`src/hdl/pft_pkg.sv`:
```
// pft_pkg: shared types, widths and codes for the prefix filter table
// no dependencies; used by every module under hdl
package pft_pkg;

   localparam int TABLE_DEPTH = 64;
   localparam int CNT_W = $clog2(TABLE_DEPTH + 1);
   localparam int ADDR_W = 32;
   localparam int LEN_W = 6;
   localparam int IDX_W = 6;
   localparam int STATUS_W = 3;
   localparam int COUNT_OUT_W = 7;
   localparam int MODE_W = 2;
   localparam int REQ_DATA_W = 48;
   localparam int RSP_DATA_W = 80;
   localparam int MAX_LEN = 32;

   // item kinds
   localparam logic [MODE_W-1:0] MODE_ADD = 2'd0;
   localparam logic [MODE_W-1:0] MODE_CHECK = 2'd1;
   localparam logic [MODE_W-1:0] MODE_CLEAR = 2'd2;
   localparam logic [MODE_W-1:0] MODE_READ = 2'd3;

   // result status codes
   localparam logic [STATUS_W-1:0] STATUS_OK = 3'd0;
   localparam logic [STATUS_W-1:0] STATUS_BAD_PREFIX = 3'd1;
   localparam logic [STATUS_W-1:0] STATUS_COVERS = 3'd2;
   localparam logic [STATUS_W-1:0] STATUS_FULL = 3'd3;
   localparam logic [STATUS_W-1:0] STATUS_BAD_INDEX = 3'd4;

   // one table entry as held by a cell
   typedef struct packed {
      logic              valid;
      logic              allow;
      logic [ADDR_W-1:0] prefix;
      logic [ADDR_W-1:0] mask;
      logic [31:0]       hits;
      logic [ADDR_W-1:0] last_blocked;
   } entry_type;

   // per-cell update strobes
   typedef struct packed {
      logic shift;
      logic clear;
      logic hit;
   } cell_ctl_type;

   typedef struct packed {
      logic [2:0]        pad;
      logic [IDX_W-1:0]  entry_index;
      logic              allow_flag;
      logic [LEN_W-1:0]  prefix_len;
      logic [ADDR_W-1:0] address;
   } req_data_type;

   typedef struct packed {
      logic [3:0]             pad;
      logic [COUNT_OUT_W-1:0] entry_count;
      logic [ADDR_W-1:0]      last_blocked_address;
      logic [31:0]            hit_count;
      logic                   matched;
      logic                   blocked;
      logic [STATUS_W-1:0]    status;
   } rsp_data_type;

endpackage

```
`src/hdl/pft_pick.sv`:
```
// pft_pick: isolates the lowest set match bit (first match in table order)
// depends on pft_pkg
module pft_pick (
   input  logic [pft_pkg::TABLE_DEPTH-1:0] match_vec,
   output logic [pft_pkg::TABLE_DEPTH-1:0] first_vec
);

   // two's complement trick: m & -m keeps only the lowest one
   assign first_vec = match_vec & (~match_vec + pft_pkg::TABLE_DEPTH'(1));

endmodule

```
`config.mk`:
```
export PLATFORM = sky130hd
export DESIGN_NAME = pft_pick
export DESIGN_NICKNAME = d
export VERILOG_FILES = /design/src/hdl/pft_pkg.sv /design/src/hdl/pft_pick.sv
export SDC_FILE = /design/constraint.sdc
export NUM_CORES = 1
export LEC_CHECK = 0
export ABC_AREA = 0
export BUFFER_PORTS_ARGS = -buffer_cell sky130_fd_sc_hd__buf_2
export CELL_PAD_IN_SITES_DETAIL_PLACEMENT = 0
export CELL_PAD_IN_SITES_GLOBAL_PLACEMENT = 1
export CORE_MARGIN = 1
export CORE_UTILIZATION = 23
export DETAILED_ROUTE_END_ITERATION = 8
export PLACE_DENSITY_LB_ADDON = 0.1
export SLEW_MARGIN = 15
export SYNTH_ARGS = -nofsm -noshare
export SYNTH_HDL_FRONTEND = slang
export SYNTH_SLANG_ARGS = --single-unit
```
`constraint.sdc`:
```
create_clock -name vclk -period 5.6
set_clock_uncertainty 0.1 [all_clocks]
set_input_delay 0.84 -clock vclk [all_inputs]
set_output_delay 0.84 -clock vclk [all_outputs]
set_load 0.01 [all_outputs]
```
* Word level (Yosys, flattened, before mapping)
Cells that the tools add are included.
Word-level totals: flip-flop bits (word level) 0, bits of input ports 64, output and inout bits 64, logic and storage cells 3
Operators by class: $add $sub $neg 1, bitwise logic cells 2
Operator list (number):
- 64-bit by 1-bit adder with 64-bit output, second input constant | 1
- 64-bit bitwise AND | 1
- 64-bit inverter | 1

* Longest topological paths before layout
Gate-level depths: netlist of the first run.
word-level depth 3, mapped depth 5, depth with buffers taken out 4

* Least setup slack after synthesis of the first run
OpenSTA, ideal clock, no wires.
path kind in2out, start in match_vec[38] (netlist name), end out first_vec[56] (netlist name), data arrival time 2.235 ns, data required time 4.660 ns, path slack 2.425 ns, stages on the path 4, cell sequence or4_1 > nor3_4 > nand4_1 > nor4_1
Between the ends: longest elaborated chain between the ends 3
RTL lines:
- start, declared | RTL line pft_pick.sv:4 | input logic [pft_pkg::TABLE_DEPTH-1:0] match_vec,
- 64-bit inverter | RTL line pft_pick.sv:9 | assign first_vec = match_vec & (~match_vec + pft_pkg::TABLE_DEPTH'(1));
- 64-bit by 1-bit adder with 64-bit output | RTL line pft_pick.sv:9
- 64-bit bitwise AND | RTL line pft_pick.sv:9
- end, declared | RTL line pft_pick.sv:5 | output logic [pft_pkg::TABLE_DEPTH-1:0] first_vec
Every way passes these cells.

* Final worst setup path of the first run
start in match_vec[14] (netlist name), end out first_vec[56] (netlist name)
The elaborated chain is that of the path after synthesis.

==> results of run 1 <==
-- cell type report --
type                       count  area (um2)
timing repair buffer         128       640.6
inverter                       6       22.52
tap                           67       83.83
multi-input combinational    148        1069
fill                         532        2908
-- layout by cell type (no fill, tap or decap) --
cell	Yosys	final
buf_2	1	128
nor2_1	19	19
and3_1	17	17
nor3_1	15	15
nand2_1	13	13
nor3_2	11	11
nor4_2	9	9
and2_1	8	8
nor4_1	7	7
inv_1	6	6
nand4_1	5	5
and4b_1	5	5
and3b_1	5	5
or4_4	3	3
nand2b_1	3	3
nor4b_1	3	3
nor3b_1	3	3
nand3b_1	3	3
or4_1	2	2
nor2b_1	2	2
nor4_4	2	2
nand3_1	2	2
nor4b_2	2	2
or3_1	2	2
and4_1	2	2
nor3_4	1	1
nand3_4	1	1
or2_2	1	1
or3_4	1	1
nor4bb_1	1	1
-- worst paths after layout --
check,startpoint,to,slack (ps),cells past startpoint
worst min-delay path,match_vec[0],first_vec[0],1850,2
worst max-delay path,match_vec[14],first_vec[56],2070,6
-- logic make-up (layout without fill, tap and decap cells) --
family                 Yosys count  after routing  share of synthesized area (%)
buffers and inverters           10            134                          5.111
AND/OR/NAND/NOR                148            148                          94.89
-- critical path, cell delays in order --
cell	delay (ps)
buf_2	110
nor3_1	310
nand4_1	270
or3_4	590
nor4_1	290
buf_2	170
-- power groups by stage --
stage / Combinational [mW] / Sequential, mW / Clock (mW)
6_report: 0.0562 / 0 / 0
5_1_grt: 0.0620 / 0 / 0
4_1_cts: 0.0561 / 0 / 0
3_5_place_dp: 0.0559 / 0 / 0
3_3_place_gp: 0.0562 / 0 / 0
2_1_floorplan: 0.0169 / 0 / 0
-- stage by stage --
| stage | area [um2] | hold WS (ps) | utilization [%] | total power, mW |
|---|---|---|---|---|
| 6_report | 1815 | 1849 | 38.44 | 0.05618 |
| 5_1_grt | 1815 | 1868 | 38.44 | 0.06201 |
| 4_1_cts | 1815 | 1849 | 38.44 | 0.05609 |
| 3_5_place_dp | 1815 | 1849 | 38.44 | 0.05586 |
| 3_3_place_gp | 1815 | 1849 | 38.44 | 0.05625 |
| 2_1_floorplan | 1126 | 1614 | - | 0.01686 |
-- per-layer routing --
layer,vias up,track usage [%],share of wire [%]
met5,-,0,0
met4,0,0.4357,0.51
met3,2,0.8333,6.2
met2,71,24.32,46
met1,714,18.45,47
li1,864,-,-
==> metrics, run 1 <==
Post-Layout Cell Count roughly 350; Int Power between 20 and 30 uW; worst setup path class input pin to output port; post-DR vias/cell 4.731; synthesized area ~0.0011 mm2; layout cell share with drive strength beyond 1 56.38%; placed insts 349; Std-Cell Rows 25; pwr dens roughly 31 mW/mm2; post-synth cell types 32; initial drt markers 59; share of the synthesized area in the top cell type 10.00%; FF+latch count 0; WL/cell 11.35 um; Peak VDD IR 0.00001246 V; post-synthesis cell count around 160; number of iterations in the first detailed-routing pass 4; Die X 71.97 um; top cells by area, synth nor4_2 (10%), nor3_2 (9.8%), and3_1 (9.4%); Area Overhead vs Synth 61.22%; Final setup viols 0; status completed; # clk buffers 0; ANT nets after route 0; Sw Ratio between 50 and 60%; Mapped Nets 222; setup_tns 0 ps; Hold Vio Cnt, Final 0; post-CTS resize count 0; max-slew violations 0; Psw 30.49 uW; Overflow after GRT 0; most numerous cell in the Yosys netlist nor2_1; Gate power share 100.0%; die area 0.005180 mm2; Worst Path Max Fanout 21; I/O pins 128; layout net count ~350; first-pass GRT wire length just under 6000 um; drt drc 0; worst-margin pin slew between 400 and 500 ps; WP data required 4660 ps; post-DP HPWL 3391 um; Setup WS post-layout 2070 ps; number of max-cap violations 0; final worst-path cycle share 63.03%; Clock power frac 0%; YS warnings 0; DR vias 1651; Initial Utilization 23.84%; Post-synth top cells nor2_1 (19), and3_1 (17), nor3_1 (15), nand2_1 (13), nor3_2 (11); Antenna Cells 0; Hold Buf Count CTS 0; core outline area 0.004723 mm2; leakage 0.9607 nW; syn_area_per_cell 7.127 um2; post-layout minimum cycle time 3530 ps; sequential element share of the synthesized area 0%; hold crit path type input pin to output port; RSZ-0062 raised after global routing false; crit path DAT 2590 ps; Worst setup SP type input pin; post-synth top area cell nor4_2; Tot GR Track Use 13.42%; antenna violations before repair 0; vias in the first global route around 1300; Die H 71.97 um; Flop pwr share 0%; fmax 0.2833 GHz; global placement routability congestion 0.7282; setup bufs post-CTS 0; Place WS between 2000 and 2500 ps; largest net degree at the start of global routing 22; Detailed Route WL 3960 um; Storage cell area 0 um2; port bufs approximately 130; critical path endpoint category output port; Worst slew margin 69.87%
Note: power is estimated with default switching activity, not from simulation.
==> run 2, diff against run 1 <==
- CORE_UTILIZATION: 23 -> 20
- clock period: 5.6 -> 2.9 ns (I/O delays scaled with it)
==> metrics, run 2 (synthesis gave the netlist of run 1 again) <==
commonest non-fill, non-tap cell in the layout buf_2; Overflow after GRT 0 (unchanged); post-DP HPWL 3779 um (+11%); final worst-path cycle share ~92%; post-CTS resize count 0 (unchanged); CP Buf/Inv Count 2 (unchanged); overall power 110.6 uW (+97%); Final setup viols 0 (unchanged); initial drt markers 35 (-41%); drt drc 0 (unchanged); fin util 35.23% (-3.2 points); Peak VDD IR 0.00002591 V (+110%); Antenna Cells 0 (unchanged); number of iterations in the first detailed-routing pass 4 (unchanged); Crit path top cell by count buf_2; leakage 0.9840 nW (+2.4%); critical path endpoint category output port; vias in the first global route 1488 (+10%); core outline area 0.005270 mm2 (+12%); Place WS 187.1 ps (-1826 ps); Worst setup SP type input pin; crit path DAT 2150 ps (-440 ps); fmax 0.3729 GHz; setup_tns 0 ps (unchanged); final-layout fill cell count 609 (+14%); most frequent cells in the layout buf_2 (128), nor2_1 (19), and3_1 (17); Top delay family on crit path simple AND/OR/NAND/NOR gates; port bufs 128 (unchanged); Hold Vio Cnt, Final 0 (unchanged); Worst slew margin 66.93% (-2.9 points); Hold Buf Count CTS 0 (unchanged); critical path cell sequence buf_2 > or4_1 > nor3_4 > nand3_4 > nor4_2 > buf_2; Detailed Route WL 4303 um (+8.7%); Tot GR Track Use 13.64% (+0.21 points); I/O pins 128 (unchanged); CP max stage delay 590 ps (about the same); first-pass GRT wire length 6962 um (+18%); WL/cell 12.05 um (+6.2%); Std-Cell Rows 26 (+4.0%); antenna violations before repair 0 (unchanged); Die X 77.04 um (+7.0%); die area 0.005934 mm2 (+15%); Initial Utilization 21.37% (-2.5 points); # clk buffers 0 (unchanged); number of max-cap violations 0 (unchanged); FF+latch count 0 (unchanged); post-layout minimum cycle time 2682 ps; hold crit path type input pin to output port; Storage cell area 0 um2 (unchanged); layout net count 353 (+1.4%); max-slew violations 0 (unchanged); layout cell share with drive strength beyond 1 57.14% (+0.76 points); Worst Path Max Fanout 14 (-33%); DR vias 1666 (+0.91%); Setup WS post-layout 218.2 ps (-1852 ps); largest net degree at the start of global routing 22 (unchanged); worst-margin pin slew 492.4 ps (+43.82 ps); setup bufs post-CTS 0 (unchanged); global placement routability congestion 0.7675 (+5.4%); RSZ-0062 raised after global routing false; post-DR vias/cell 4.667 (-1.4%); worst-path cell with the longest stage delay or4_1; status completed; pwr dens 59.56 mW/mm2 (+92%); Die H 77.04 um (+7.0%); Area Overhead vs Synth 64.89%; ANT nets after route 0 (unchanged); WP data required 2370 ps (-2290 ps); worst setup path class input pin to output port
## run 2: changes by cell type in the layout (fill, tap and decap cells not counted), sizes merged
| cell | change |
|---|---|
| buf | +5 |
## run 2: stage by stage
| step | cell area [um2] | std cells | hold WS (ps) |
|---|---|---|---|
| 6_report | 1857 | 357 | 1041 |
| 5_1_grt | 1857 | 357 | 1050 |
| 4_1_cts | 1857 | 357 | 1041 |
| 3_5_place_dp | 1857 | 357 | 1041 |
| 3_3_place_gp | 1857 | 357 | 1039 |
| 2_1_floorplan | 1126 | 158 | 803.8 |
## run 2: path summary, 6_finish.rpt
path | from | end | slack [ps] | depth (start not counted)
hold / removal | match_vec[0] | first_vec[0] | 1040 | 2
setup / recovery | match_vec[38] | first_vec[49] | 220 | 6
## run 2: power by group
group          total (mW)  leakage [nW]  switching (mW)  internal (mW)
sequential              0             0               0              0
combinational       0.111         0.984          0.0603         0.0503
clock                   0             0               0              0
total               0.111         0.984          0.0603         0.0503
## run 2: final cells by class
cell class,count,area [um2],area share (%)
multi-input combinational,148,1069,57.55
inverter,6,22.52,1.213
timing repair buffer,133,678.2,36.52
tap,70,87.58,4.717
## run 2: per-layer routing
layer	global-route usage (%)	vias to the layer above	part of all wire, %
met5	0	-	0
met4	0.7547	0	0.63
met3	1.548	2	8.3
met2	24.02	74	45
met1	18.46	717	46
li1	-	873	-
