--- src/hdl/pft_pkg.sv ---
// pft_pkg: shared types, widths and codes for the prefix filter table
// no dependencies; used by every module under hdl
package pft_pkg;

   localparam int TABLE_DEPTH = 64;
   localparam int CNT_W = $clog2(TABLE_DEPTH + 1);
   localparam int ADDR_W = 32;
   localparam int LEN_W = 6;
   localparam int IDX_W = 6;
   localparam int STATUS_W = 3;
   localparam int COUNT_OUT_W = 7;
   localparam int MODE_W = 2;
   localparam int REQ_DATA_W = 48;
   localparam int RSP_DATA_W = 80;
   localparam int MAX_LEN = 32;

   // item kinds
   localparam logic [MODE_W-1:0] MODE_ADD = 2'd0;
   localparam logic [MODE_W-1:0] MODE_CHECK = 2'd1;
   localparam logic [MODE_W-1:0] MODE_CLEAR = 2'd2;
   localparam logic [MODE_W-1:0] MODE_READ = 2'd3;

   // result status codes
   localparam logic [STATUS_W-1:0] STATUS_OK = 3'd0;
   localparam logic [STATUS_W-1:0] STATUS_BAD_PREFIX = 3'd1;
   localparam logic [STATUS_W-1:0] STATUS_COVERS = 3'd2;
   localparam logic [STATUS_W-1:0] STATUS_FULL = 3'd3;
   localparam logic [STATUS_W-1:0] STATUS_BAD_INDEX = 3'd4;

   // one table entry as held by a cell
   typedef struct packed {
      logic              valid;
      logic              allow;
      logic [ADDR_W-1:0] prefix;
      logic [ADDR_W-1:0] mask;
      logic [31:0]       hits;
      logic [ADDR_W-1:0] last_blocked;
   } entry_type;

   // per-cell update strobes
   typedef struct packed {
      logic shift;
      logic clear;
      logic hit;
   } cell_ctl_type;

   typedef struct packed {
      logic [2:0]        pad;
      logic [IDX_W-1:0]  entry_index;
      logic              allow_flag;
      logic [LEN_W-1:0]  prefix_len;
      logic [ADDR_W-1:0] address;
   } req_data_type;

   typedef struct packed {
      logic [3:0]             pad;
      logic [COUNT_OUT_W-1:0] entry_count;
      logic [ADDR_W-1:0]      last_blocked_address;
      logic [31:0]            hit_count;
      logic                   matched;
      logic                   blocked;
      logic [STATUS_W-1:0]    status;
   } rsp_data_type;

endpackage

--- src/hdl/pft_cell.sv ---
// pft_cell: one table entry with its match compare and counters
// depends on pft_pkg; chained by prefix_filter_table
module pft_cell (
   input  logic                           clock,
   input  logic                           reset,
   input  pft_pkg::cell_ctl_type          ctl,
   input  pft_pkg::entry_type             prev_entry,
   input  logic [pft_pkg::ADDR_W-1:0]     check_addr,
   output pft_pkg::entry_type             entry,
   output logic                           match
);

   pft_pkg::entry_type entry_ff;
   pft_pkg::entry_type entry_in;

   always_comb begin
      entry_in = entry_ff;
      if (ctl.clear) begin
         entry_in.valid = 1'b0;
      end else if (ctl.shift) begin
         entry_in = prev_entry;
      end else if (ctl.hit) begin
         // saturating hit counter
         if (entry_ff.hits != '1) begin
            entry_in.hits = entry_ff.hits + 32'd1;
         end
         if (!entry_ff.allow) begin
            entry_in.last_blocked = check_addr;
         end
      end
   end

   always_ff @(posedge clock) begin
      entry_ff <= entry_in;
      if (reset) begin
         entry_ff.valid <= 1'b0;
      end
   end

   assign entry = entry_ff;
   assign match = entry_ff.valid && ((check_addr & entry_ff.mask) == entry_ff.prefix);

endmodule

--- config.mk ---
export PLATFORM = sky130hd
export DESIGN_NAME = pft_cell
export DESIGN_NICKNAME = d
export VERILOG_FILES = /design/src/hdl/pft_pkg.sv /design/src/hdl/pft_cell.sv
export SDC_FILE = /design/constraint.sdc
export NUM_CORES = 1
export LEC_CHECK = 0
export ABC_AREA = 1
export BUFFER_PORTS_ARGS = -buffer_cell sky130_fd_sc_hd__clkbuf_2
export CAP_MARGIN = 30
export CORE_MARGIN = 2
export CORE_UTILIZATION = 35
export CTS_BUF_LIST = sky130_fd_sc_hd__clkbuf_2 sky130_fd_sc_hd__clkbuf_4 sky130_fd_sc_hd__clkbuf_8
export CTS_CLUSTER_SIZE = 10
export DETAILED_ROUTE_END_ITERATION = 16
export GPL_TIMING_DRIVEN = 1
export SYNTH_ARGS = -nofsm -noshare
export SYNTH_HDL_FRONTEND = slang
export SYNTH_SLANG_ARGS = --single-unit
--- constraint.sdc ---
create_clock -name clock -period 4.5 [get_ports clock]
set_clock_uncertainty 0.1 [all_clocks]
set_input_delay 0.45 -clock clock [delete_from_list [all_inputs] [get_ports clock]]
set_output_delay 0.45 -clock clock [all_outputs]
set_load 0.01 [all_outputs]
# Yosys cells after proc, flatten, opt, wreduce, memory -nomap -nowiden
# Index checks and enable logic that the tools add are counted.
classes:
  n_eq_ne: 3
  n_reduce_logical: 7
  bitwise_logic: 2
  n_addsub: 1
  n_mux: 4
ops:
  columns: ["cell", "n"]
  rows:
  - ["$mux W64", 2]
  - ["$mux W32", 2]
  - ["$add A32 B1 Y32 const B", 1]
  - ["$and A32 B32 Y32", 1]
  - ["$eq A32 B32 Y1", 1]
  - ["$ne A32 B32 Y1 const B", 1]
  - ["$reduce_and A3 Y1", 2]
  - ["$reduce_bool A2 Y1", 2]
  - ["$ne A2 B2 Y1 const B", 1]
  - ["$reduce_and A2 Y1", 1]
  - ["$reduce_or A2 Y1", 1]
  - ["$logic_and A1 B1 Y1", 1]
  - ["$not A1 Y1", 1]
totals:
  reg_bits: 130
  wordCells: 23
  output_inout_bits: 131
  in_bits: 167

# Depth between registers and ports, before layout
# Gate-level depths: netlist of the first run.
depth:
  word_depth: 4
  ltp_mapped: 9
  ltp_nobuf: 9

# Least setup slack after synthesis of the first run
# Ideal clock, no wire load.
synth_path:
  path_kind: "input to register"
  startpoint: "input ctl[2] (netlist bit)"
  endpoint: "register entry_ff, in the netlist entry[100] (enable)"
  slack_ns: 0.489
  arrival_time_ns: 3.422
  stages: 3
  setup_time_ns: 0.489
  t_required_ns: 3.911
  n_path_buf: 1
  path_cell_list: "inv_2 > clkbuf_1 > nor2_1"
synth_via:
  elab_chain_len: 1
synth_rtl:
  columns: ["element", "line_no", "source"]
  rows:
  - ["start: declaration", "pft_cell.sv:6", "input pft_pkg::cell_ctl_type ctl,"]
  - ["$reduce_and A2 Y1 (no source line)", null, null]
  - ["end signal: assignment", "pft_cell.sv:34", "entry_ff <= entry_in;"]
  - ["end: declaration", "pft_cell.sv:13", "pft_pkg::entry_type entry_ff;"]
# No other way between the ends.
# A chain may end at the register's enable or synchronous reset.

# Worst setup path in the final report of the first run
layout_path:
  startpoint: "register entry_ff, in the netlist entry[70]"
  endpoint: "output match"
layout_via:
  elab_chain_len: 3
layout_rtl:
  columns: ["element", "line_no", "source"]
  rows:
  - ["$and A32 B32 Y32", "pft_cell.sv:41", "assign match = entry_ff.valid && ((check_addr & entry_ff.mask) == entry_ff.prefix);"]
  - ["$eq A32 B32 Y1", "pft_cell.sv:41", null]
  - ["$logic_and A1 B1 Y1", "pft_cell.sv:41", null]
  - ["end: declaration", "pft_cell.sv:10", "output logic match"]
# No other way between the ends.

==> qor.yml, run 1 <==
status: "finished, final reports clean"
critical_path_class: "flop to output port"
clock_tree_buf_depth: 2
die_footprint_um2: 18900
largest_net_degree_at_the_start_of_global_routing: 74
fin_area_um2: 8350
timing_worst_slew_pin_value_ps: 787
first_global_vias: 5466
placement_rows: 48
cts-resized-gates: 0
holdBufCountCts: 0
cts_setup_buffers: 0
timing_hold_violations_final: 0
cts-root-buf: "sky130_fd_sc_hd__clkbuf_8"
tritoncts: "done"
cellLeakagePower_uw: 0.00401
fmax_ghz: 0.437
syn_to_final_growth_pct: 33.8
synth_flop_cell: "sky130_fd_sc_hd__edfxtp_1"
path_max_fanout: 2
via_per_inst: 4.59
gpl.final_weighted_congestion: 0.858
place.port_buffers: 297
clock-sinks: 130
coreArea_um2: 17400
clkLatencyLatePin_ps: 430
worst_setup_path_start_kind: "flop"
slew_violations: 0
cp-end-kind: "output port"
grt_antenna_before_repair: 1
ys_warn_count: 0
dpl-instance-area_um2: 8010
drive_above_1_share: 0.355
detailedRoute.firstPassIterationCount: 5
detailedRoute.firstIterationViolations: 281
timing.max_slew.rel_slack: 0.475
layout_worst_path_cycle_share: 0.509
numCtsBuffers: 17
setup-violations-final: 0
global_route_usage_over_all_layers: 0.207
finalSetupTns_ps: 0
seq_area_frac_synth: 0.624
final_cells: 1221
design.portCount: 298
synth.cell_area_um2: 6240
worst-endpoint-arrival_ps: 1740
largest_register_ffs: 130
seq_area_um2: 3890
grt_pass1_wl_mm: 28.7
worst_hold_path_type: "input pin to flop"
routed-via-count: 5602
final_net_count: 1151
fillCellCount: 1742
drt.antenna.violating_nets: 0
finalWorstPathRequiredPeriod_ps: 2290
htreeDepth: 4
post-route-drc-count: 0
power.density_cell_area_nw_per_um2: 331
detail_route.wl_per_cell_um: 15.9
peakVddDrop_v: 0.000172
globalRouteOverflowTotal: 0
synth-edff-count: 129
multi_input_comb_area_um2: 2140
die_wd_um: 138
synth.net_count: 844
numPlacedInstances: 1189
timing.critical_path.required_ps: 3950
grt_setup_unrepaired: "no"
async_flop_share: 0
worst_setup_hold_path_clk_slew_ps: 90
hpwl_mm: 15.2
syn-mean-instance-area_um2: 9.23
routed_wl_mm: 19.5
die_h_um: 138
synth_cells: 676
ys_ff_latch: 130
synth_cell_types: 27
floorplan.initialDensity: 0.360
cap_violations: 0
per-stage QoR:
| step | util | power (uW) | worst slack [ps] | hold WS, ps |
|---|---|---|---|---|
| after floorplan | - | 1690 | 489 | 428 |
| final | 0.481 | 2760 | 2210 | 75.3 |
| after global routing | 0.481 | 2890 | 2030 | 33.1 |
| after CTS | 0.481 | 2800 | 2160 | 34.5 |
| after detailed placement | 0.462 | 1910 | 1970 | 470 |
| after global placement | 0.462 | 1900 | 2000 | 476 |
cell usage after synthesis, drive strengths merged, types with 2 or more instances:
| library cell | number | share of area |
|---|---|---|
| clkbuf | 7 | 0.0042 |
| xor2 | 16 | 0.022 |
| nand2 | 319 | 0.19 |
| xnor2 | 3 | 0.0042 |
| nand3 | 48 | 0.038 |
| buf | 7 | 0.0046 |
| or2 | 2 | 0.0020 |
| edfxtp | 129 | 0.62 |
| o21ai | 13 | 0.010 |
| nand4 | 3 | 0.0030 |
| nor2 | 70 | 0.052 |
| nand3b | 4 | 0.0048 |
| inv | 46 | 0.028 |
| a31oi | 3 | 0.0030 |
worst max-delay path, stage by stage, from the launching register on:
cell and delay [ps]:
sky130_fd_sc_hd__edfxtp_1 410, sky130_fd_sc_hd__nand2_1 100, sky130_fd_sc_hd__xor2_1 150, sky130_fd_sc_hd__nand2_1 70, sky130_fd_sc_hd__nor2_1 170, sky130_fd_sc_hd__nand3_1 130
sky130_fd_sc_hd__nor2_1 110, sky130_fd_sc_hd__clkbuf_2 150
path summary, 6_finish.rpt:
path | start | end | slack, ps | cells after the start
min | prev_entry[85] | entry[85] | 80 | 1
min reg2reg | entry[129] | entry[129] | 480 | 2
max reg2reg | entry[32] | entry[53] | 2300 | 9
max | entry[70] | match | 2210 | 7
power by group:
group / internal, uW / switching (uW) / total, uW
registers: 1430 / 64.1 / 1490
clock network: 384 / 502 / 886
logic: 159 / 224 / 383
layout by cell type (no fill, tap or decap), drive strengths merged, types with 4 or more instances in the layout:
master	n
nand3b	4
clkinv	6
buf	5
nand3	48
nand2	319
nor2	70
clkbuf	314
o21ai	13
inv	52
xor2	16
edfxtp	129
cell families after synthesis:
family,share of synthesized area
fa+ha+maj,0.00200
simple gates,0.294
buf+inv,0.0365
xor+xnor,0.0267
flops,0.624
compound gates,0.0166
routing by layer:
metal	GRT usage	up-vias	share of wire
met1	0.224	2518	0.37
met3	0.0865	26	0.10
li1	-	2818	-
met5	0	-	0
met4	0.0647	0	0.022
met2	0.366	240	0.51
area by class of cell:
| class | count | share of cell area |
|---|---|---|
| Antenna cell | 1 | 0.000300 |
| Clock buffer | 17 | 0.0280 |
| Clock inverter | 14 | 0.0124 |
| Inverter | 46 | 0.0207 |
| Multi-Input combinational cell | 486 | 0.256 |
| Sequential cell | 130 | 0.466 |
| Tap cell | 225 | 0.0337 |
| Timing Repair Buffer | 302 | 0.182 |
Note: power is estimated with default switching activity, not from simulation.
==> inputs of run 2 (changes only) <==
ABC_AREA = 0   (was 1)
PLACE_DENSITY = 0.67   (was default)
clock period = 1.85 ns   (was 4.5 ns; I/O delays follow)
==> run 2 against run 1 <==
The run now ends with setup timing left. Critical endpoint unchanged. Wire length increased by 9.0%. Global-route usage increased by 2.7 points. Die area is 6.8% lower. Combinational power grew to 3.9 times the previous value. Highest routed layer unchanged. Non-clock buffer count grew 249. Cell area rose by 27%. Worst setup slack worse by 2600 ps.
==> qor.yml, run 2 <==
worst_setup_hold_path_clk_slew_ps: 100  # was 90 ps
cp-end-kind: "output port"  # unchanged
largest_net_degree_at_the_start_of_global_routing: 66  # was 74
count_leader_synth: "sky130_fd_sc_hd__edfxtp_1"  # was sky130_fd_sc_hd__nand2_1
cp_num_cells: 7  # unchanged
routed_wl_mm: 21.2  # was 19.5 mm
synth_compound_area_frac: 0.0300  # was 0.0166
synth_top_cells_by_area: "sky130_fd_sc_hd__edfxtp_1 67%, sky130_fd_sc_hd__xnor2_1 6.9%, sky130_fd_sc_hd__mux2_2 6.4%"  # was sky130_fd_sc_hd__edfxtp_1 62%, sky130_fd_sc_hd__nand2_1 19%, sky130_fd_sc_hd__nand3_1 3.8%
seq_area_frac_synth: 0.671  # was 0.624
global_route_usage_over_all_layers: 0.233  # was 0.207
timing_worst_slew_pin_value_ps: 396  # was 787 ps
diodes: 0  # was 1
synth.area.mux_share: 0.0658  # was 0
status: "finished with violations"  # was finished, final reports clean
synth_cell_types: 31  # was 27
layout.cells.most_common: "sky130_fd_sc_hd__clkbuf_2"  # was sky130_fd_sc_hd__nand2_1
net-switching-power_uw: 2010  # was 790 uW
async_flop_share: 0  # unchanged
failed_checks: "setup timing"
path_max_fanout: 2  # unchanged
detailedRoute.firstIterationViolations: 321  # was 281
clock_tree_buf_depth: 2  # unchanged
final_net_count: 1144  # was 1,151
fmax_ghz: 0.456
die_h_um: 133  # was 138 um
ys_warn_count: 0  # unchanged
fillCellCount: 1176  # was 1,742
post-route-drc-count: 0  # unchanged
synth_flop_cell: "sky130_fd_sc_hd__edfxtp_1"  # unchanged
timing.critical_path.cells: "nand2_2 -> xnor2_1 -> nor4_2 -> buf_4 -> nand4_1 -> nor3_1 -> buf_2"  # was nand2_1 -> xor2_1 -> nand2_1 -> nor2_1 -> nand3_1 -> nor2_1 -> clkbuf_2
grt_setup_unrepaired: "yes"  # was no
clkLatencyLatePin_ps: 430  # about the same
globalRouteOverflowTotal: 0  # unchanged
synth-edff-count: 129  # unchanged
switching_share: 0.258  # was 0.286
detailedRoute.firstPassIterationCount: 5  # unchanged
cts-root-buf: "sky130_fd_sc_hd__clkbuf_8"  # unchanged
power.density_cell_area_nw_per_um2: 737  # was 331 nW/um^2
numCtsBuffers: 17  # unchanged
clock-sinks: 130  # unchanged
coreArea_um2: 16400  # was 17,400 um^2
timing_hold_violations_final: 0  # unchanged
first_global_vias: 6144  # was 5,466
cp.buffers_inverters: 2  # was 1
syn_to_final_growth_pct: 82.4  # was 33.8%
placement_rows: 47  # was 48
cell_internal_pwr_uw: 5790  # was 1970 uW
worst_setup_path_start_kind: "flop"  # unchanged
layout_worst_path_cycle_share: 1.19
critical_path_class: "flop to output port"  # unchanged
combPwrFrac: 0.191  # was 0.139
drive_above_1_share: 0.496  # was 0.355
worst-endpoint-arrival_ps: 1910  # was 1740 ps
finalWorstPathRequiredPeriod_ps: 2190
grt_antenna_before_repair: 0  # was 1
routed-via-count: 5720  # was 5,602
peakVddDrop_v: 0.000508  # was 0.000172 V
area_share_of_the_largest_cell_type_after_synthesis: 0.668  # was 0.621
worst_hold_path_type: "input pin to flop"  # unchanged
synth_cells: 418  # was 676
synth.net_count: 586  # was 844
critical-path-max-stage-delay_ps: 420  # was 410 ps
tritoncts: "done"  # unchanged
grt_pass1_wl_mm: 31.3  # was 28.7 mm
post_synth_top_cells: "129 x sky130_fd_sc_hd__edfxtp_1, 72 x sky130_fd_sc_hd__nand2_1, 46 x sky130_fd_sc_hd__xnor2_1"  # was 315 x sky130_fd_sc_hd__nand2_1, 129 x sky130_fd_sc_hd__edfxtp_1, 58 x sky130_fd_sc_hd__nor2_1
hpwl_mm: 12.9  # was 15.2 mm
cap_violations: 0  # unchanged
post_synth_and_or_nand_nor_area_fraction: 0.125  # was 0.294
hold_depth: 3  # was 1
finalSetupTns_ps: -1880  # was 0 ps
ys_ff_latch: 130  # unchanged
setup-violations-final: 27  # was 0
power.sequential.fraction: 0.460  # was 0.541
final_cells: 1208  # was 1,221
die_footprint_um2: 17600  # was 18,900 um^2
place.port_buffers: 297  # unchanged
floorplan.initialDensity: 0.354  # was 0.360
crit_family: "simple AND/OR/NAND/NOR gates"  # unchanged
timing.critical_path.required_ps: 1560  # was 3950 ps
power.clock.fraction: 0.349  # was 0.321
timing.max_slew.rel_slack: 0.736  # was 0.475
synth.cell_area_um2: 5800  # was 6240 um^2
slew_violations: 0  # unchanged
syn-mean-instance-area_um2: 13.9  # was 9.23 um^2
worst_r2r_path_depth: 8  # was 9
gpl.final_weighted_congestion: 0.813  # was 0.858
crit_path_top_delay_cell: "sky130_fd_sc_hd__edfxtp_1"  # unchanged
design.portCount: 298  # unchanged
numPlacedInstances: 975  # was 1,189
synth_top_family_by_area: "simple AND/OR/NAND/NOR gates"  # unchanged
largest_register_ffs: 130  # unchanged
via_per_inst: 4.74  # was 4.59
drt.antenna.violating_nets: 0  # unchanged
cellLeakagePower_uw: 0.00452  # was 0.00401 uW
synth-adder-area-share: 0.00216  # was 0.00200
detail_route.wl_per_cell_um: 17.6  # was 15.9 um
layout.cells.most_common_list: "295 x sky130_fd_sc_hd__clkbuf_2, 163 x sky130_fd_sc_hd__dlygate4sd3_1, 129 x sky130_fd_sc_hd__edfxtp_1, 75 x sky130_fd_sc_hd__buf_4, 70 x sky130_fd_sc_hd__nand2_1"  # was 315 x sky130_fd_sc_hd__nand2_1, 297 x sky130_fd_sc_hd__clkbuf_2, 129 x sky130_fd_sc_hd__edfxtp_1, 57 x sky130_fd_sc_hd__nor2_1, 48 x sky130_fd_sc_hd__nand3_1
final.setup.worst_slack_ps: -345  # was 2210 ps
die_wd_um: 133  # was 138 um
synth_area_leader_cell: "sky130_fd_sc_hd__edfxtp_1"  # unchanged
dpl_worst_slack_ps: -37.1  # was 1970 ps
htreeDepth: 4  # unchanged
post_synth_xor_area_fraction: 0.0936  # was 0.0267
## run 2: cell types whose count changed in the layout (fill, tap and decap cells not counted), sizes merged, moves of 7 or more
| cell | delta |
|---|---|
| xnor2 | +43 |
| mux2 | +33 |
| nand4 | +7 |
| nor2 | -63 |
| o21ai | +18 |
| nor3 | +9 |
| nand3 | -29 |
| nand2 | -247 |
| inv | -44 |
| buf | +88 |
| nor4 | +12 |
| dlygate4sd3 | +163 |
## run 2: repair_timing
item                       CTS  global route
setup endpoints to repair   33            50
setup buffers               30            12
gates resized for setup     16            33
hold buffers               163             0
pin swaps                   11            38
hold endpoints to repair   130             0
cloned                       2             0
## run 2: cells by family (layout without fill, tap and decap cells)
family / after synthesis / after routing
mux: 34 / 34
compound gates: 34 / 34
simple gates: 140 / 140
xor+xnor: 62 / 62
fa+ha+maj: 1 / 1
flops: 130 / 130
buf+inv: 17 / 587
## run 2: per-layer routing
metal	up-vias	routed length, um	global-route usage
met4	0	535	0.0759
met3	49	1650	0.0782
li1	2660	-	-
met1	2741	7740	0.251
met2	270	11300	0.429
met5	-	0	0
## run 2: per-stage QoR
step           hold WS, ps  area [um^2]  utilization  power, uW
2_1_floorplan          162         5880            -       4110
3_3_place_gp           253         8040        0.490       4680
3_5_place_dp           254         8040        0.490       4700
4_1_cts                205        10500        0.637       7790
5_1_grt                223        10600        0.645       8080
6_report               237        10600        0.645       7800
## run 2: power groups by stage
stage	logic, uW	registers (uW)	clock network (uW)
after floorplan	345	3760	0
after CTS	1440	3580	2770
after global routing	1590	3610	2870
after global placement	1040	3640	0
final	1490	3590	2720
after detailed placement	1050	3650	0
## run 2: final timing paths
| kind | start | slack [ps] | endpoint |
|---|---|---|---|
| worst max register to register | entry[33] | -90 | entry[51] |
| worst min-delay path | ctl[1] | 240 | entry[63] |
| worst max-delay path | entry[80] | -340 | match |
| worst min register to register | entry[62] | 600 | entry[62] |
## run 2: worst min-delay path, stage by stage
cell and delay, ps:
sky130_fd_sc_hd__clkbuf_2 200, sky130_fd_sc_hd__a21oi_4 70, sky130_fd_sc_hd__buf_6 140
## run 2: area by class of cell
class                   instances  area [um^2]  area share
clock buffers                  17          234      0.0221
multi-input cells             271         2020       0.191
repair buffers                551         3940       0.372
flip-flops and latches        130         3890       0.368
well taps                     220          275      0.0260
inverters                       5         22.5     0.00213
clock inverters                14          203      0.0192
==> inputs of run 3 (changes only) <==
ABC_AREA = 1   (was 0)
PLACE_DENSITY = 0.66   (was 0.67)
==> run 3 against run 2 <==
Worst hold slack worse by 200 ps. The run still ends with setup timing left. Clock power hardly changed. Utilization is 3.4 points lower.
==> qor.yml, run 3 (synthesis gave the netlist of run 1 again) <==
timing.critical_path.required_ps: 1560  # about the same
largest_register_ffs: 130  # unchanged
final_core_utilization: 0.611  # was 0.645
hpwl_mm: 15.6  # was 12.9 mm
coreArea_um2: 17400  # was 16,400 um^2
numPlacedInstances: 1226  # was 975
globalRouteOverflowTotal: 0  # unchanged
layout.cells.most_common: "sky130_fd_sc_hd__nand2_1"  # was sky130_fd_sc_hd__clkbuf_2
status: "finished with violations"  # unchanged
gpl.final_weighted_congestion: 0.887  # was 0.813
fillCellCount: 1404  # was 1,176
fmax_ghz: 0.483  # was 0.456 GHz
power.sequential.fraction: 0.460  # about the same
worst_setup_path_start_kind: "flop"  # unchanged
combPwrFrac: 0.188  # was 0.191
drt.antenna.violating_nets: 0  # unchanged
reg2reg_from: "entry[33]"  # unchanged
peakVddDrop_v: 0.000542  # was 0.000508 V
seq_area_um2: 3890  # unchanged
worstSetupStartpoint: "entry[78]"  # was entry[80]
switching_share: 0.273  # was 0.258
report.power.total_uw: 7820  # was 7800 uW
gr_layer_usage_met2: 0.462  # was 0.429
cts-root-buf: "sky130_fd_sc_hd__clkbuf_8"  # unchanged
use_met3: 0.0806  # was 0.0782
final.setup.worst_slack_ps: -222  # was -345 ps
global_route_usage_over_all_layers: 0.252  # was 0.233
path_max_fanout: 3  # was 2
power.clock.fraction: 0.351  # was 0.349
power.density_cell_area_nw_per_um2: 738  # was 737 nW/um^2
die_h_um: 138  # was 133 um
first_global_vias: 7048  # was 6,144
place.port_buffers: 297  # unchanged
numCtsBuffers: 17  # unchanged
worst_r2r_path_depth: 9  # was 8
layout.cells.most_common_list: "312 x sky130_fd_sc_hd__nand2_1, 295 x sky130_fd_sc_hd__clkbuf_2, 160 x sky130_fd_sc_hd__dlygate4sd3_1, 129 x sky130_fd_sc_hd__edfxtp_1, 54 x sky130_fd_sc_hd__buf_4"  # was 295 x sky130_fd_sc_hd__clkbuf_2, 163 x sky130_fd_sc_hd__dlygate4sd3_1, 129 x sky130_fd_sc_hd__edfxtp_1, 75 x sky130_fd_sc_hd__buf_4, 70 x sky130_fd_sc_hd__nand2_1
multi_input_comb_area_um2: 2220  # was 2020 um^2
layout_worst_path_cycle_share: 1.12  # was 1.19
cell_internal_pwr_uw: 5690  # was 5790 uW
timing.max_slew.rel_slack: 0.683  # was 0.736
clock_tree_buf_depth: 2  # unchanged
grt_pass1_wl_mm: 35.6  # was 31.3 mm
dpl-instance-area_um2: 8370  # was 8040 um^2
endpoint_of_the_worst_register_to_register_path: "entry[53]"  # was entry[51]
detailedRoute.firstIterationViolations: 391  # was 321
worst_setup_hold_path_clk_slew_ps: 100  # about the same
net-switching-power_uw: 2130  # was 2010 uW
setup-violations-final: 27  # unchanged
die_wd_um: 138  # was 133 um
syn_to_final_growth_pct: 69.8  # was 82.4%
placement_rows: 48  # was 47
largest_net_degree_at_the_start_of_global_routing: 66  # unchanged
die_footprint_um2: 18900  # was 17,600 um^2
htreeDepth: 4  # unchanged
hold_depth: 3  # unchanged
final_net_count: 1365  # was 1,144
critPathCapture: "match"  # unchanged
detail_route.wl_per_cell_um: 16.9  # was 17.6 um
failed_checks: "setup timing"  # unchanged
fin_area_um2: 10600  # about the same
clock-sinks: 130  # unchanged
cp-end-kind: "output port"  # unchanged
cellLeakagePower_uw: 0.00503  # was 0.00452 uW
timing_worst_slew_pin_value_ps: 476  # was 396 ps
detailedRoute.firstPassIterationCount: 5  # unchanged
routed_wl_mm: 24.3  # was 21.2 mm
r2r_setup_slack_ps: -20  # was -90 ps
timing_hold_violations_final: 0  # unchanged
worst-endpoint-arrival_ps: 1790  # was 1910 ps
grt_busiest_layer: "met2"  # unchanged
grtUsageMet1: 0.268  # was 0.251
via_per_inst: 4.81  # was 4.74
clkLatencyLatePin_ps: 430  # about the same
final_cells: 1437  # was 1,208
critical_path_class: "flop to output port"  # unchanged
worst_hold_path_type: "input pin to flop"  # unchanged
design.portCount: 298  # unchanged
finalWorstPathRequiredPeriod_ps: 2070  # was 2190 ps
finalHoldWorstSlack_ps: 34.7  # was 237 ps
tritoncts: "done"  # unchanged
drive_above_1_share: 0.352  # was 0.496
grt_antenna_before_repair: 5  # was 0
cap_violations: 0  # unchanged
grt_setup_unrepaired: "yes"  # unchanged
post-route-drc-count: 0  # unchanged
floorplan.initialDensity: 0.360  # was 0.354
slew_violations: 0  # unchanged
routed-via-count: 6914  # was 5,720
## run 3: cell types whose count changed in the layout (fill, tap and decap cells not counted), sizes merged, moves of 12 or more
cell	change
xnor2	-43
mux2	-33
nor4	-12
inv	+41
o21ai	-18
nand3	+29
nand2	+247
nor2	+63
buf	-32
## run 3: per-stage QoR
step,TNS (ps),setup slack [ps]
3_5_place_dp,0,21.1
3_3_place_gp,0,51.4
6_report,-402,-222
4_1_cts,-174,-174
2_1_floorplan,-15950,-415
5_1_grt,-4100,-319
## run 3: cell type report
class | count | area share
clock buffers | 17 | 0.0221
diodes | 3 | 0.000708
well taps | 225 | 0.0266
repair buffers | 516 | 0.338
multi-input cells | 486 | 0.209
clock inverters | 14 | 0.0190
flip-flops and latches | 130 | 0.367
inverters | 46 | 0.0171
## run 3: worst min-delay path by stage
stage	to	start	slack, ps
4_1_cts	entry[37]	prev_entry[37]	9
2_1_floorplan	entry[129]	ctl[1]	160
6_report	entry[37]	prev_entry[37]	30
5_1_grt	entry[42]	prev_entry[42]	40
3_5_place_dp	entry[129]	reset	260
3_3_place_gp	entry[129]	reset	260
## run 3: per-layer routing
layer,share of wire,vias up
met2,0.51,411
met3,0.097,85
li1,-,3252
met5,0.00095,-
met1,0.35,3162
met4,0.039,4
## run 3: power by group through the flow
| stage | logic (uW) | registers, uW | clock network (uW) |
|---|---|---|---|
| floorplan | 370 | 3760 | 0 |
| global placement | 1080 | 3650 | 0 |
| detailed placement | 1090 | 3650 | 0 |
| CTS | 1400 | 3590 | 2750 |
| global route | 1590 | 3620 | 2900 |
| finish | 1470 | 3600 | 2750 |
## run 3: critical path, cell delays in order (launching register included)
cell and delay, ps:
sky130_fd_sc_hd__edfxtp_1 470, sky130_fd_sc_hd__nand3_2 110, sky130_fd_sc_hd__nand2_1 100, sky130_fd_sc_hd__nor2_4 130
sky130_fd_sc_hd__nand2_1 60, sky130_fd_sc_hd__nor2_1 120, sky130_fd_sc_hd__nand3_2 100, sky130_fd_sc_hd__nor2_1 100
sky130_fd_sc_hd__buf_2 150
## run 3: what timing repair did
action                     CTS  global route
buffers inserted             7            10
gates resized for setup      2            17
setup endpoints to repair    1            36
hold endpoints to repair   127             0
pin swaps                    2            10
hold buffers               160             0
